### config.mk
export PLATFORM = sky130hd
export DESIGN_NAME = base64_stream_decoder
export DESIGN_NICKNAME = d
export VERILOG_FILES = /design/src/rtl/b64d_pkg.sv /design/src/rtl/b64d_front.sv /design/src/rtl/b64d_jobq.sv /design/src/rtl/b64d_back.sv /design/src/rtl/base64_stream_decoder.sv
export VERILOG_INCLUDE_DIRS = /design/src /design/src/rtl
export SDC_FILE = /design/constraint.sdc
export NUM_CORES = 1
export LEC_CHECK = 0
export ABC_AREA = 1
export BUFFER_PORTS_ARGS = -buffer_cell sky130_fd_sc_hd__buf_2
export CELL_PAD_IN_SITES_DETAIL_PLACEMENT = 0
export CELL_PAD_IN_SITES_GLOBAL_PLACEMENT = 1
export CORE_MARGIN = 10
export CORE_UTILIZATION = 50
export DETAILED_ROUTE_END_ITERATION = 10
export HOLD_SLACK_MARGIN = 0.15
export PLACE_DENSITY_LB_ADDON = 0.1
export SETUP_SLACK_MARGIN = 0.4
export SLEW_MARGIN = 25
export SYNTH_ARGS = -nofsm -noshare
export SYNTH_HDL_FRONTEND = slang
export SYNTH_SLANG_ARGS = --single-unit
### constraint.sdc
create_clock -name clk -period 7.05 [get_ports clk]
set_input_delay 1.41 -clock clk [delete_from_list [all_inputs] [get_ports clk]]
set_output_delay 1.41 -clock clk [all_outputs]
set_load 0.03 [all_outputs]
### src/rtl/base64_stream_decoder_assert.svh
// Assertion macros used by the decoder top level.
`ifndef BASE64_STREAM_DECODER_ASSERT_SVH
`define BASE64_STREAM_DECODER_ASSERT_SVH

// Same-cycle implication, checked out of reset.
`define B64D_ASSERT_IMP(label, ante, cons, msg) \
    label: assert property (@(posedge clk) disable iff (!rst_n) (ante) |-> (cons)) \
        else $error(msg);

// Next-cycle implication, checked out of reset.
`define B64D_ASSERT_NXT(label, ante, cons, msg) \
    label: assert property (@(posedge clk) disable iff (!rst_n) (ante) |=> (cons)) \
        else $error(msg);

`endif

### src/rtl/b64d_pkg.sv
package b64d_pkg;

    localparam logic [7:0] CHAR_PLUS  = 8'h2B;
    localparam logic [7:0] CHAR_SLASH = 8'h2F;
    localparam logic [7:0] CHAR_PAD   = 8'h3D;
    localparam logic [7:0] CHAR_UC_A  = 8'h41;
    localparam logic [7:0] CHAR_UC_Z  = 8'h5A;
    localparam logic [7:0] CHAR_LC_A  = 8'h61;
    localparam logic [7:0] CHAR_LC_Z  = 8'h7A;
    localparam logic [7:0] CHAR_DIG_0 = 8'h30;
    localparam logic [7:0] CHAR_DIG_9 = 8'h39;

    localparam logic [5:0] LC_BASE    = 6'd26;
    localparam logic [5:0] DIG_BASE   = 6'd52;
    localparam logic [5:0] VAL_PLUS   = 6'd62;
    localparam logic [5:0] VAL_SLASH  = 6'd63;

    localparam logic [1:0] PADS_MAX   = 2'd3;
    localparam logic [1:0] LAST_CHAR  = 2'd3;

    typedef struct packed {
        logic [7:0] char_in;
        logic       first_of_message;
    } in_item_t;

    typedef struct packed {
        logic [7:0] data_byte;
        logic       last_of_run;
        logic       finished;
        logic       pad_error;
    } out_item_t;

    // One decoded quad handed from front to back.
    typedef struct packed {
        logic [23:0] quad;
        logic [1:0]  nbytes;
        logic        finished;
        logic        err;
    } job_t;

    typedef struct packed {
        logic       valid;
        logic       pad;
        logic [5:0] value;
    } sextet_t;

    typedef struct packed {
        logic full;
        logic empty;
    } jq_status_t;

    function automatic sextet_t b64_classify(input logic [7:0] c);
        sextet_t r;
        logic [7:0] d;
        r = '{valid: 1'b0, pad: 1'b0, value: 6'd0};
        d = 8'd0;
        if (c >= CHAR_UC_A && c <= CHAR_UC_Z) begin
            d = c - CHAR_UC_A;
            r.valid = 1'b1;
            r.value = d[5:0];
        end else if (c >= CHAR_LC_A && c <= CHAR_LC_Z) begin
            d = c - CHAR_LC_A;
            r.valid = 1'b1;
            r.value = LC_BASE + d[5:0];
        end else if (c >= CHAR_DIG_0 && c <= CHAR_DIG_9) begin
            d = c - CHAR_DIG_0;
            r.valid = 1'b1;
            r.value = DIG_BASE + d[5:0];
        end else if (c == CHAR_PLUS) begin
            r.valid = 1'b1;
            r.value = VAL_PLUS;
        end else if (c == CHAR_SLASH) begin
            r.valid = 1'b1;
            r.value = VAL_SLASH;
        end else if (c == CHAR_PAD) begin
            r.valid = 1'b1;
            r.pad   = 1'b1;
        end
        return r;
    endfunction

endpackage

### src/rtl/b64d_front.sv
module b64d_front
    import b64d_pkg::*;
(
    input  logic     clk,
    input  logic     rst_n,
    input  logic     push,
    input  in_item_t din,
    input  logic     q_full,
    output logic     job_push,
    output job_t     job
);

    logic [23:0] quad_reg, quad_next;
    logic [1:0]  cnt_reg, cnt_next;
    logic [1:0]  pads_reg, pads_next;
    logic        halted_reg, halted_next;

    logic        accept;
    logic [23:0] quad_cur, quad_upd;
    logic [1:0]  cnt_cur, pads_cur, pads_upd;
    logic        halted_cur;
    sextet_t     cls;

    assign accept = push && !q_full;
    assign cls    = b64_classify(din.char_in);

    always_comb
    begin
        // New message drops any partial quad and the halt.
        quad_cur   = din.first_of_message ? 24'd0 : quad_reg;
        cnt_cur    = din.first_of_message ? 2'd0  : cnt_reg;
        pads_cur   = din.first_of_message ? 2'd0  : pads_reg;
        halted_cur = din.first_of_message ? 1'b0  : halted_reg;

        pads_upd = (cls.pad && pads_cur != PADS_MAX) ? pads_cur + 2'd1 : pads_cur;
        quad_upd = {quad_cur[17:0], (cls.pad ? 6'd0 : cls.value)};

        quad_next   = quad_reg;
        cnt_next    = cnt_reg;
        pads_next   = pads_reg;
        halted_next = halted_reg;
        job_push    = 1'b0;
        job.quad     = quad_upd;
        job.nbytes   = 2'd3 - pads_upd;
        job.finished = (pads_upd != 2'd0);
        job.err      = 1'b0;

        if (accept) begin
            quad_next   = quad_cur;
            cnt_next    = cnt_cur;
            pads_next   = pads_cur;
            halted_next = halted_cur;
            if (!halted_cur && cls.valid) begin
                if (cnt_cur != LAST_CHAR) begin
                    quad_next = quad_upd;
                    cnt_next  = cnt_cur + 2'd1;
                    pads_next = pads_upd;
                end else begin
                    job_push  = 1'b1;
                    quad_next = 24'd0;
                    cnt_next  = 2'd0;
                    pads_next = 2'd0;
                    if (pads_upd == PADS_MAX) begin
                        job.err      = 1'b1;
                        job.nbytes   = 2'd1;
                        job.finished = 1'b0;
                        halted_next  = 1'b1;
                    end else begin
                        halted_next = (pads_upd != 2'd0);
                    end
                end
            end
        end
    end

    always_ff @(posedge clk or negedge rst_n)
    begin
        if (!rst_n) begin
            quad_reg   <= 24'd0;
            cnt_reg    <= 2'd0;
            pads_reg   <= 2'd0;
            halted_reg <= 1'b0;
        end else begin
            quad_reg   <= quad_next;
            cnt_reg    <= cnt_next;
            pads_reg   <= pads_next;
            halted_reg <= halted_next;
        end
    end

endmodule

### src/rtl/b64d_jobq.sv
module b64d_jobq
    import b64d_pkg::*;
#(
    parameter int DEPTH = 2
)
(
    input  logic       clk,
    input  logic       rst_n,
    input  logic       wr,
    input  job_t       wr_job,
    input  logic       rd,
    output job_t       rd_job,
    output jq_status_t status
);

    localparam int PW = $clog2(DEPTH);
    localparam int CW = $clog2(DEPTH + 1);
    localparam logic [PW-1:0] PTR_LAST = PW'(DEPTH - 1);
    localparam logic [CW-1:0] CNT_FULL = CW'(DEPTH);

    job_t          slots_reg [DEPTH];
    logic [PW-1:0] wp_reg, wp_next;
    logic [PW-1:0] rp_reg, rp_next;
    logic [CW-1:0] cnt_reg, cnt_next;
    logic          do_wr, do_rd;

    assign status.full  = (cnt_reg == CNT_FULL);
    assign status.empty = (cnt_reg == '0);
    assign do_wr  = wr && !status.full;
    assign do_rd  = rd && !status.empty;
    assign rd_job = slots_reg[rp_reg];

    always_comb
    begin
        wp_next  = do_wr ? ((wp_reg == PTR_LAST) ? '0 : wp_reg + PW'(1)) : wp_reg;
        rp_next  = do_rd ? ((rp_reg == PTR_LAST) ? '0 : rp_reg + PW'(1)) : rp_reg;
        cnt_next = cnt_reg;
        if (do_wr && !do_rd)
            cnt_next = cnt_reg + CW'(1);
        else if (do_rd && !do_wr)
            cnt_next = cnt_reg - CW'(1);
    end

    always_ff @(posedge clk)
    begin
        if (do_wr)
            slots_reg[wp_reg] <= wr_job;
    end

    always_ff @(posedge clk or negedge rst_n)
    begin
        if (!rst_n) begin
            wp_reg  <= '0;
            rp_reg  <= '0;
            cnt_reg <= '0;
        end else begin
            wp_reg  <= wp_next;
            rp_reg  <= rp_next;
            cnt_reg <= cnt_next;
        end
    end

endmodule

### src/rtl/b64d_back.sv
module b64d_back
    import b64d_pkg::*;
(
    input  logic      clk,
    input  logic      rst_n,
    input  job_t      q_job,
    input  logic      q_empty,
    output logic      q_pop,
    input  logic      pop,
    output logic      empty,
    output out_item_t dout
);

    job_t      job_reg, job_next;
    logic [1:0] idx_reg, idx_next;
    logic      busy_reg, busy_next;
    out_item_t out_reg, out_next;
    logic      oval_reg, oval_next;

    logic      out_free, is_last;
    logic [7:0] sel_byte;

    assign out_free = !oval_reg || pop;
    assign is_last  = (idx_reg == job_reg.nbytes - 2'd1);
    assign empty    = !oval_reg;
    assign dout     = out_reg;

    always_comb
    begin
        case (idx_reg)
            2'd0:    sel_byte = job_reg.quad[23:16];
            2'd1:    sel_byte = job_reg.quad[15:8];
            default: sel_byte = job_reg.quad[7:0];
        endcase
    end

    always_comb
    begin
        job_next  = job_reg;
        idx_next  = idx_reg;
        busy_next = busy_reg;
        out_next  = out_reg;
        oval_next = oval_reg && !pop;
        q_pop     = 1'b0;

        if (busy_reg && out_free) begin
            oval_next            = 1'b1;
            out_next.data_byte   = job_reg.err ? 8'd0 : sel_byte;
            out_next.last_of_run = is_last;
            out_next.finished    = is_last && job_reg.finished;
            out_next.pad_error   = job_reg.err;
            idx_next             = idx_reg + 2'd1;
            if (is_last)
                busy_next = 1'b0;
        end

        // Load the next quad as soon as the current one is drained.
        if ((!busy_reg || (out_free && is_last)) && !q_empty) begin
            q_pop     = 1'b1;
            job_next  = q_job;
            idx_next  = 2'd0;
            busy_next = 1'b1;
        end
    end

    always_ff @(posedge clk)
    begin
        job_reg <= job_next;
        out_reg <= out_next;
    end

    always_ff @(posedge clk or negedge rst_n)
    begin
        if (!rst_n) begin
            idx_reg  <= 2'd0;
            busy_reg <= 1'b0;
            oval_reg <= 1'b0;
        end else begin
            idx_reg  <= idx_next;
            busy_reg <= busy_next;
            oval_reg <= oval_next;
        end
    end

endmodule

### src/rtl/base64_stream_decoder.sv
// channel  | handshake          | beat payload
// ---------+--------------------+-------------------------------------------
// input    | push / full        | din : char_in, first_of_message
// result   | pop / empty        | dout: data_byte, last_of_run, finished, pad_error
//
// One character per cycle is taken while the job queue has room; the front
// updates the quad in the accepting cycle and queues a job on every fourth
// alphabet or pad character while no pad has halted the message.
// The back drains one byte per cycle into the result register while that
// register is free; a first byte passes through the job queue, the back's job
// register and the result register.
// full rises only when JOB_DEPTH quads wait behind a stalled result side.
// Reset clears the quad, counters and halt flag and empties the job queue and the result register.
`include "base64_stream_decoder_assert.svh"

module base64_stream_decoder
    import b64d_pkg::*;
#(
    parameter int JOB_DEPTH = 2
)
(
    input  logic      clk,
    input  logic      rst_n,
    input  logic      push,
    output logic      full,
    input  in_item_t  din,
    output logic      empty,
    input  logic      pop,
    output out_item_t dout
);

    logic       q_push, q_pop;
    job_t       q_wr_job, q_rd_job;
    jq_status_t q_stat;

    assign full = q_stat.full;

    b64d_front u_front (
        .clk      (clk),
        .rst_n    (rst_n),
        .push     (push),
        .din      (din),
        .q_full   (q_stat.full),
        .job_push (q_push),
        .job      (q_wr_job)
    );

    b64d_jobq #(
        .DEPTH (JOB_DEPTH)
    ) u_jobq (
        .clk    (clk),
        .rst_n  (rst_n),
        .wr     (q_push),
        .wr_job (q_wr_job),
        .rd     (q_pop),
        .rd_job (q_rd_job),
        .status (q_stat)
    );

    b64d_back u_back (
        .clk     (clk),
        .rst_n   (rst_n),
        .q_job   (q_rd_job),
        .q_empty (q_stat.empty),
        .q_pop   (q_pop),
        .pop     (pop),
        .empty   (empty),
        .dout    (dout)
    );

    `B64D_ASSERT_IMP(a_no_push_full, q_push, !q_stat.full, "job pushed into full queue")
    `B64D_ASSERT_IMP(a_no_pop_empty, q_pop, !q_stat.empty, "job popped from empty queue")
    `B64D_ASSERT_IMP(a_end_is_last, !empty && (dout.finished || dout.pad_error),
        dout.last_of_run, "terminating beat without last_of_run")
    `B64D_ASSERT_NXT(a_job_drains, q_push && q_stat.empty, !q_stat.empty || q_pop,
        "queued job lost")

endmodule

# Yosys cells after proc, flatten, opt, wreduce, memory -nomap -nowiden
# Memories as Yosys holds them, arrays and structs flattened. A register that Yosys moved wholly into a read port is not among the register bits.
# Index checks and enable logic that the tools add are counted.
[classes]
muxes = 52
n_eq_ne = 9
n_lt_le_gt_ge = 6
addsub = 14
n_reduce_logical = 32
[op_table]
columns = ["operator", "n"]
rows = [
  ["18-bit two-way mux", 3],
  ["6-bit two-way mux", 6],
  ["1-bit two-way mux", 26],
  ["8-bit by 6-bit == test with 1-bit output, second input constant", 3],
  ["2-bit two-way mux", 12],
  ["8-bit by 7-bit greater-or-equal comparator with 1-bit output, second input constant", 2],
  ["8-bit by 7-bit less-or-equal comparator with 1-bit output, second input constant", 2],
  ["4-bit two-way mux", 4],
  ["8-bit case mux with 2 select lines", 1],
  ["1-bit logical AND", 15],
  ["6-bit subtractor, second input constant", 2],
  ["2-bit by 1-bit adder with 2-bit output, second input constant", 4],
  ["8-bit by 6-bit greater-or-equal comparator with 1-bit output, second input constant", 1],
  ["8-bit by 6-bit less-or-equal comparator with 1-bit output, second input constant", 1],
  ["1-bit logical NOT", 8],
  ["2-bit nonzero test", 4],
  ["5-bit by 6-bit adder with 6-bit output, first input constant", 1],
  ["6-bit adder, first input constant", 1],
  ["6-bit by 1-bit subtractor with 6-bit output, second input constant", 1],
  ["2-bit == test, second input constant", 2],
  ["2-bit logical NOT", 2],
  ["2-bit inequality test, second input constant", 2],
  ["2-bit by 1-bit subtractor with 2-bit output, second input constant", 2],
  ["1-bit adder, second input constant", 2],
  ["other kinds (5)", 6],
]
[totals]
wordCells = 128
ramBits = 56
n_memories = 1
input_bits = 13
regBits = 42
output_inout_bits = 13
[memory_table]
columns = ["memory", "depth", "word_bits", "rd", "rd_ports_with_merged_regs", "wr", "line_no", "rtl"]
rows = [
  ["u_jobq.slots_reg", 2, 28, 1, 1, 1, "b64d_jobq.sv:21", "job_t slots_reg [DEPTH];"],
]

# Logic depth before layout (Yosys ltp)
# Gate-level depths: netlist of run 1.
[logic_depth]
depth_word = 15
mapped_depth = 16
mapped_depth_nobuf = 16

# Modules after synthesis
# Synthesis of run 1 repeated with hierarchy kept, for this count alone.
[unflattened]
hier_cells = 691
hier_area_um2 = 6374.9
[modules_own_cells]
columns = ["module", "cells_per_inst", "area_each_um2", "n_inst", "seq_area_each_um2"]
rows = [
  ["b64d_front", 395, 2472.4, 1, 575.6],
  ["b64d_jobq", 178, 2278.4, 1, 1781.7],
  ["b64d_back", 118, 1624.1, 1, 1271.2],
]

# Least setup slack after synthesis of run 1
# No wires, ideal clock.
[synth_timing]
path_kind = "input port to flip-flop"
start = "input port din[3] (netlist name)"
end = "memory u_jobq.slots_reg[1][0] (netlist name), enable pin"
arrival_ns = 4.054
setup_time_ns = 0.413
setup_slack_ns = 2.583
n_path_buf = 1
stages = 14
required_time_ns = 6.637
path_cell_list = "clkbuf_1 > inv_1 > ha_1 > nand2_1 > nand2_1 > nor2_1 > nor2_2 > nand2_2 > nand2_2 > nand3_4 > nand2_8 > nor2_4 > nand2_1 > nor2_1"
[synth_via]
elab_chain_len = 13
elab_cells_between_ends = 24
classes_between = "6 x order compare; 3 x eq/ne; 10 x mux; 5 x reduce/logical"
[synth_lines]
columns = ["element", "line_no", "rtl"]
rows = [
  ["from (decl)", "base64_stream_decoder.sv:26", "input in_item_t din,"],
  ["8-bit by 6-bit == test with 1-bit output", "b64d_pkg.sv:75", "end else if (c == CHAR_PAD) begin"],
  ["2-bit two-way mux", "b64d_pkg.sv:75", ""],
  ["1-bit two-way mux", "b64d_pkg.sv:72", "end else if (c == CHAR_SLASH) begin"],
  ["1-bit two-way mux", "b64d_pkg.sv:69", "end else if (c == CHAR_PLUS) begin"],
  ["1-bit two-way mux", "b64d_pkg.sv:65", "end else if (c >= CHAR_DIG_0 && c <= CHAR_DIG_9) begin"],
  ["1-bit two-way mux", "b64d_pkg.sv:61", "end else if (c >= CHAR_LC_A && c <= CHAR_LC_Z) begin"],
  ["1-bit two-way mux *", "b64d_pkg.sv:57", "if (c >= CHAR_UC_A && c <= CHAR_UC_Z) begin"],
  ["1-bit logical AND *", "b64d_front.sv:53", "if (!halted_cur && cls.valid) begin"],
  ["1-bit two-way mux *", "b64d_front.sv:53", ""],
  ["1-bit two-way mux *", "b64d_front.sv:48", "if (accept) begin"],
  ["1-bit logical AND *", "b64d_jobq.sv:29", "assign do_wr = wr && !status.full;"],
  ["1-bit two-way mux *", "b64d_jobq.sv:46", "if (do_wr)"],
  ["1-bit two-way mux (not written as such) *", "b64d_jobq.sv:47", "slots_reg[wp_reg] <= wr_job;"],
  ["to (decl)", "b64d_jobq.sv:21", ""],
]
# Mark *: on every way between the ends. The rest lies on a longest branch, timed or not.

# Worst setup path after layout of run 1
[layout_timing]
start = "input port din[3] (netlist name)"
end = "memory u_jobq.slots_reg[0][18] (netlist name), enable pin"
[layout_via]
elab_chain_len = 13
elab_cells_between_ends = 24
classes_between = "6 x order compare; 3 x eq/ne; 10 x mux; 5 x reduce/logical"
[layout_lines]
columns = ["element", "line_no", "rtl"]
rows = [
  ["8-bit by 6-bit == test with 1-bit output", "b64d_pkg.sv:75", ""],
  ["2-bit two-way mux", "b64d_pkg.sv:75", ""],
  ["1-bit two-way mux", "b64d_pkg.sv:72", ""],
  ["1-bit two-way mux", "b64d_pkg.sv:69", ""],
  ["1-bit two-way mux", "b64d_pkg.sv:65", ""],
  ["1-bit two-way mux", "b64d_pkg.sv:61", ""],
  ["1-bit two-way mux *", "b64d_pkg.sv:57", ""],
  ["1-bit logical AND *", "b64d_front.sv:53", ""],
  ["1-bit two-way mux *", "b64d_front.sv:53", ""],
  ["1-bit two-way mux *", "b64d_front.sv:48", ""],
  ["1-bit logical AND *", "b64d_jobq.sv:29", ""],
  ["named net u_jobq.do_wr", "b64d_jobq.sv:25", "logic do_wr, do_rd;"],
  ["1-bit two-way mux *", "b64d_jobq.sv:46", ""],
  ["1-bit two-way mux (not written as such) *", "b64d_jobq.sv:47", ""],
]
# Mark *: on every way through the listed nets, which the timed path passes. The rest lies on a longest branch.

==> results of run 1 <==
## stage by stage
stage	instance area, um^2	util
after global routing	6860	0.574
after floorplan	6100	-
after detailed placement	6310	0.527
final	6860	0.574
after global placement	6310	0.527
after CTS	6860	0.574
## worst paths after layout
kind	startpoint	endpoint	cells after the start
max	din[3]	u_jobq.slots_reg[0][18]	14
min reg2reg	u_front.quad_reg[12]	u_front.quad_reg[12]	2
max reg2reg	u_back.idx_reg[0]	u_back.job_reg[17]	8
min	u_front.quad_reg[12]	u_front.quad_reg[12]	2
max in group asynchronous	rst_n	u_front.quad_reg[17]	1
min in group asynchronous	rst_n	u_jobq.wp_reg	1
## logic make-up (layout without fill, tap and decap cells)
logic type,count (synthesis),in the layout,share of synthesized area
flops,126,126,0.595
xor+xnor,14,14,0.0201
fa+ha+maj,17,17,0.0349
compound gates,36,36,0.0312
simple gates,384,384,0.256
buf+inv,93,128,0.0632
## cell usage in the layout (no fill, tap or decap), types with 2 or more instances in the layout
cell type,count
nor2_2,3
o21ai_1,15
xnor2_1,4
nand2_1,276
ha_1,17
dfrtp_1,31
a31oi_1,8
o21ai_0,10
buf_4,2
nor2_1,63
buf_2,25
clkinv_1,7
bufinv_16,2
nand4_1,2
nor3_1,3
a21oi_1,3
nand3_1,26
clkbuf_16,17
clkbuf_1,2
xor2_1,10
clkinv_4,2
inv_1,60
nand2_2,4
edfxtp_1,95
clkinvlp_4,4
inv_2,6
## power groups by stage
stage | combinational, mW | clock, mW | sequential [mW]
6_report | 0.682 | 0.804 | 1.17
5_1_grt | 0.782 | 0.850 | 1.19
4_1_cts | 0.692 | 0.820 | 1.17
3_5_place_dp | 0.690 | 0 | 1.18
3_3_place_gp | 0.685 | 0 | 1.18
2_1_floorplan | 0.481 | 0 | 1.21
## area by class of cell
type,count,share of cell area
inverter,70,0.0387
sequential,126,0.529
clock inverter,12,0.0179
tap,147,0.0268
clock buffer,19,0.0631
multi-input combinational,451,0.304
timing repair buffer,27,0.0204
## metal layers
metal  vias to the layer above  global-route usage  wire, um
met5                         -                   0         0
met4                         0              0.0661       178
met3                        17              0.0351       455
met2                        52               0.231      5390
met1                      1868               0.180      5480
li1                       2175                   -         -
## critical path, delay by kind of cell
| family | cells | cell delay (ns) |
|---|---|---|
| AND/OR/NAND/NOR | 10 | 1.16 |
| buffers and inverters | 3 | 0.75 |
| adder cells (fa/ha/maj) | 1 | 0.26 |
==> results.md, run 1 <==
- Avg Inst Size Synth: 9.11 um^2
- Pwr/cell area: 387 nW/um^2
- Setup repair bufs after CTS: 0
- Worst Hold Slack: 0.478 ns
- Syn_nets: 700
- GRT overflow: 0
- Final Slew Violations: 0
- Slowest-stage cell, CP: inv_2
- Final Critical Period: around 3.6 ns
- Seq cells post-synth: around 130
- Initial antenna violation count: 0
- Final Total Pwr: about 2.7 mW
- Post-synth EDFFs: 95
- Synth top area share: 0.468
- Synth area leaders: edfxtp_1 (47%), nand2_1 (17%), dfrtp_1 (13%)
- Internal Dissipation: between 1.5 and 2 mW
- Multi-input combinational cell area: 2090 um^2
- Most common cell in the netlist: nand2_1
- Cell Area, Synth: between 6000 and 7000 um^2
- Maximum clock rate: 0.281 GHz
- Netlist cell types: 32
- Status: complete, no violations
- CTS tree: built
- Vias per std cell: between 4 and 5
- Die Area: roughly 17000 um^2
- DIE WIDTH: ~130 um
- Mapped Cells: 670
- Sinks on the clock net: between 100 and 150
- Clock share of power: 0.303
- Hpwl dp: approximately 8300 um
- CTS Buf Count: 17
- Setup slack, reg-to-reg: 4.63 ns
- Diode count: 0
- Final Hold Violating Endpoints: 0
- Crit path cell chain: buf_2 > inv_1 > ha_1 > nand2_1 > nand2_1 > nor2_1 > nor2_2 > nand2_2 > nand2_2 > nand3_4 > nand2_8 > nor3_4 > nand2_1 > inv_2
- Setup CP Type: in2reg
- TNS Setup: 0 ns
- CP Data Required Time: 7.09 ns
- Port bufs: 25
- Initial core utilization: 0.510
- Gate power share: 0.257
- Wirelength, routed: roughly 12000 um
- Worst-path clk slew: 0.05 ns
- Sequential Area: roughly 3600 um^2
- Synth warnings: 0
- Max reg flops: 56
- Die Span Y: ~130 um
- Site Rows: 40
- Worst-Margin Slew: roughly 0.91 ns
- Peak supply drop: about 0.14 mV
- RSZ-0062 raised after global routing: false
- Hold Buf Count CTS: 0
- Setup-failing EPs final: 0
- Sw Ratio: 0.327
- Placeable core region: between 10000 and 15000 um^2
- CTS Buffer Depth: 2
- Synth top cells by count: nand2_1 (276), edfxtp_1 (95), nor2_1 (64)
- Largest stage delay, worst path: ~0.43 ns
- Sequential-to-total area share from yosys stat: 0.595
- WL/cell: 13.5 um
- Post-route DRC: 0
- Place WS: about 2.7 ns
- Clk_skew: approximately 0.0068 ns
- Largest net degree at the start of global routing: 37
- Gpl congestion: between 0.9 and 1
- Post-CTS sizing: 0
- Number of standard cells in the final layout excluding fillers: about 850
- IO Pins: 26
- Fin nets: 723
- Hold Path Class: reg2reg
- WP data arrival: roughly 3.6 ns
- Global-route wire length before repair: ~19000 um
- Worst Setup Slack, final: around 3.5 ns
- Post-synth top area cell: edfxtp_1
- Clk_lat worst skew: 0.41 ns
- Number of routed nets with antenna violations: 0
- Initial DRC Count: roughly 310
- CTS H-tree lvls: 4
- Crit end category: flip-flop
- Placed cells: between 800 and 900
- Vias in the first global route: between 3000 and 4000
- Fin crit share: 0.505
- Gr usage total: 0.144
- Seq pwr share: 0.440
- Share of cells above drive strength 1: 0.102
- Synth Flop Type: edfxtp_1
- Critical Path Fanout Max: 36
- Filler instances: approximately 1000
- DRT Pass-1 Iters: 7
- Most used cell, CP: nand2_1
- Slew headroom: 0.394
- Vias post-DR: 4112
- Max-cap check violation count: 0
- Switching power: a little under 900 uW
- Critical path startpoint category: input pin
- Root Driver: clkbuf_16
- Area delta synth->final: 12.5%
- Asr flop ratio synth: 0.246
- Lkg Pwr: about 3.1 nW
(Power assumes the default switching activity.)
==> inputs of run 2 (changes only) <==
- CORE_UTILIZATION: 50 -> 48
- clock period: 7.05 -> 3.48 ns (I/O delays scaled with it)
==> results.md, run 2 (synthesis gave the netlist of run 1 again) <==
- Final Total Pwr: 5.59 mW
- CTS Buffer Depth: 2
- Most used cell, CP: nand2_1
- Fin crit share: 0.801
- Worst Hold Slack: just under 0.4 ns
- Global-route wire length before repair: a little under 20000 um
- Largest net degree at the start of global routing: 37
- Final Critical Period: roughly 2.8 ns
- Setup slack, reg-to-reg: around 1.1 ns
- Setup repair bufs after CTS: 0
- DIE WIDTH: roughly 130 um
- Fin nets: about 730
- Family with the most delay on the worst path: simple AND/OR/NAND/NOR gates
- Die Area: approximately 18000 um^2
- Final Hold Violating Endpoints: 0
- Reg2Reg Depth: 8
- Hold Buf Count CTS: 0
- IO Pins: 26
- Gpl congestion: 0.863
- Root Driver: clkbuf_16
- Area delta synth->final: 14.9%
- Diode count: 0
- Post-CTS sizing: 0
- Multi-input combinational cell area: 2090 um^2
- Vias per std cell: ~4.8
- Initial DRC Count: 310
- Post-route DRC: 0
- Maximum clock rate: 0.359 GHz
- Sequential Area: 3630 um^2
- Final Slew Violations: 0
- R2r startpoint: u_front.cnt_reg[1]
- GRT overflow: 0
- GR met2 Demand/Resource: 0.218
- Max-cap check violation count: 0
- Port bufs: 25
- Worst-path clk slew: roughly 0.050 ns
- Initial core utilization: 0.487
- Setup-failing EPs final: 0
- Lkg Pwr: ~3.2 nW
- Critical path startpoint category: input pin
- Worst-Margin Slew: 0.868 ns
- Status: complete, no violations
- Hpwl dp: roughly 8400 um
- Final Core Density: 0.560
- CTS H-tree lvls: 4
- CP Data Required Time: roughly 3.6 ns
- TNS Setup: 0 ns
- Vias in the first global route: 4012
- Vias post-DR: between 4000 and 5000
- R2r endpoint: u_jobq.slots_reg[0][9]
- Site Rows: 41
- Peak supply drop: about 0.36 mV
- CTS Buf Count: 17
- Met3 usage: 0.0416
- Clk_lat worst skew: about 0.41 ns
- Largest stage delay, worst path: ~0.25 ns
- Commonest cells after routing, fill and taps aside: nand2_1 (276), edfxtp_1 (95), nor2_1 (63)
- Critical Path Fanout Max: 36
- WP data arrival: ~2.9 ns
- Number of routed nets with antenna violations: 0
- Die Span Y: about 130 um
- WL/cell: between 10 and 15 um
- Sinks on the clock net: between 100 and 150
- RSZ-0062 raised after global routing: false
- CTS tree: built
- Initial antenna violation count: 0
- Met1 GRT Util: 0.182
- Clk_skew: ~0.0078 ns
- Crit path cell chain: buf_2 > inv_1 > ha_1 > inv_1 > nand2_1 > nand3_1 > nand2_1 > nand2_1 > nand2_2 > nand3_4 > nand2_8 > nor3_4 > nand2_1 > clkinvlp_4 > buf_12
- Filler instances: roughly 1100
- Slowest-stage cell, CP: ha_1
- Placeable core region: approximately 13000 um^2
- Max reg flops: 56
- Slew headroom: 0.421
- DRT Pass-1 Iters: 4
- Pwr/cell area: around 800 nW/um^2
- Crit end category: flip-flop
- Share of cells above drive strength 1: 0.113
- Layer with the highest usage: met2
- Most common cell after layout, fill and taps aside: nand2_1
- Gr usage total: 0.140
- Setup CP Type: in2reg
- Hold Path Class: in2async
- Wirelength, routed: between 10000 and 15000 um
- Critical path buffers and inverters: 5
[run 2: cell count changes in the layout (fill, tap and decap cells not counted), moves of 2 or more]
cell,delta
bufinv_16,+2
clkinv_1,-4
clkinv_4,+2
buf_12,+2
clkinv_2,+2
[run 2: area by class of cell]
class | instances | share of cell area
Timing Repair Buffer | 29 | 0.0257
Tap cell | 172 | 0.0307
Clock inverter | 14 | 0.0275
Inverter | 70 | 0.0384
Sequential cell | 126 | 0.518
Clock buffer | 18 | 0.0612
Multi-Input combinational cell | 451 | 0.299
[run 2: per-layer routing]
metal / up-vias / part of all wire
met1: 1945 / 0.47
li1: 2181 / -
met3: 14 / 0.045
met2: 77 / 0.47
met5: - / 0
met4: 0 / 0.013
[run 2: report_power, final]
group / internal (mW) / leakage, nW / switching [mW]
registers: 2.18 / 1.29 / 0.139
logic: 0.404 / 1.61 / 1.04
clock network: 1.20 / 0.298 / 0.632
total: 3.78 / 3.20 / 1.82
[run 2: worst max-delay path by stage]
| stage | start | to | cells past startpoint |
|---|---|---|---|
| 5_1_grt | din[3] | u_jobq.slots_reg[0][14] | 15 |
| 3_5_place_dp | din[3] | u_jobq.slots_reg[0][19] | 15 |
| 3_3_place_gp | din[3] | u_jobq.slots_reg[0][19] | 15 |
| 2_1_floorplan | din[3] | u_jobq.slots_reg[1][0] | 14 |
| 6_report | din[1] | u_jobq.slots_reg[0][9] | 15 |
| 4_1_cts | din[3] | u_jobq.slots_reg[0][19] | 15 |
[run 2: stage by stage]
stage / setup WS (ns) / cells / instance area [um^2]
after floorplan: 0.474 / 670 / 6110
final: 0.693 / 880 / 7010
after global routing: 0.476 / 880 / 7010
after CTS: 0.723 / 880 / 7010
after detailed placement: 0.290 / 848 / 6390
after global placement: 0.361 / 848 / 6390
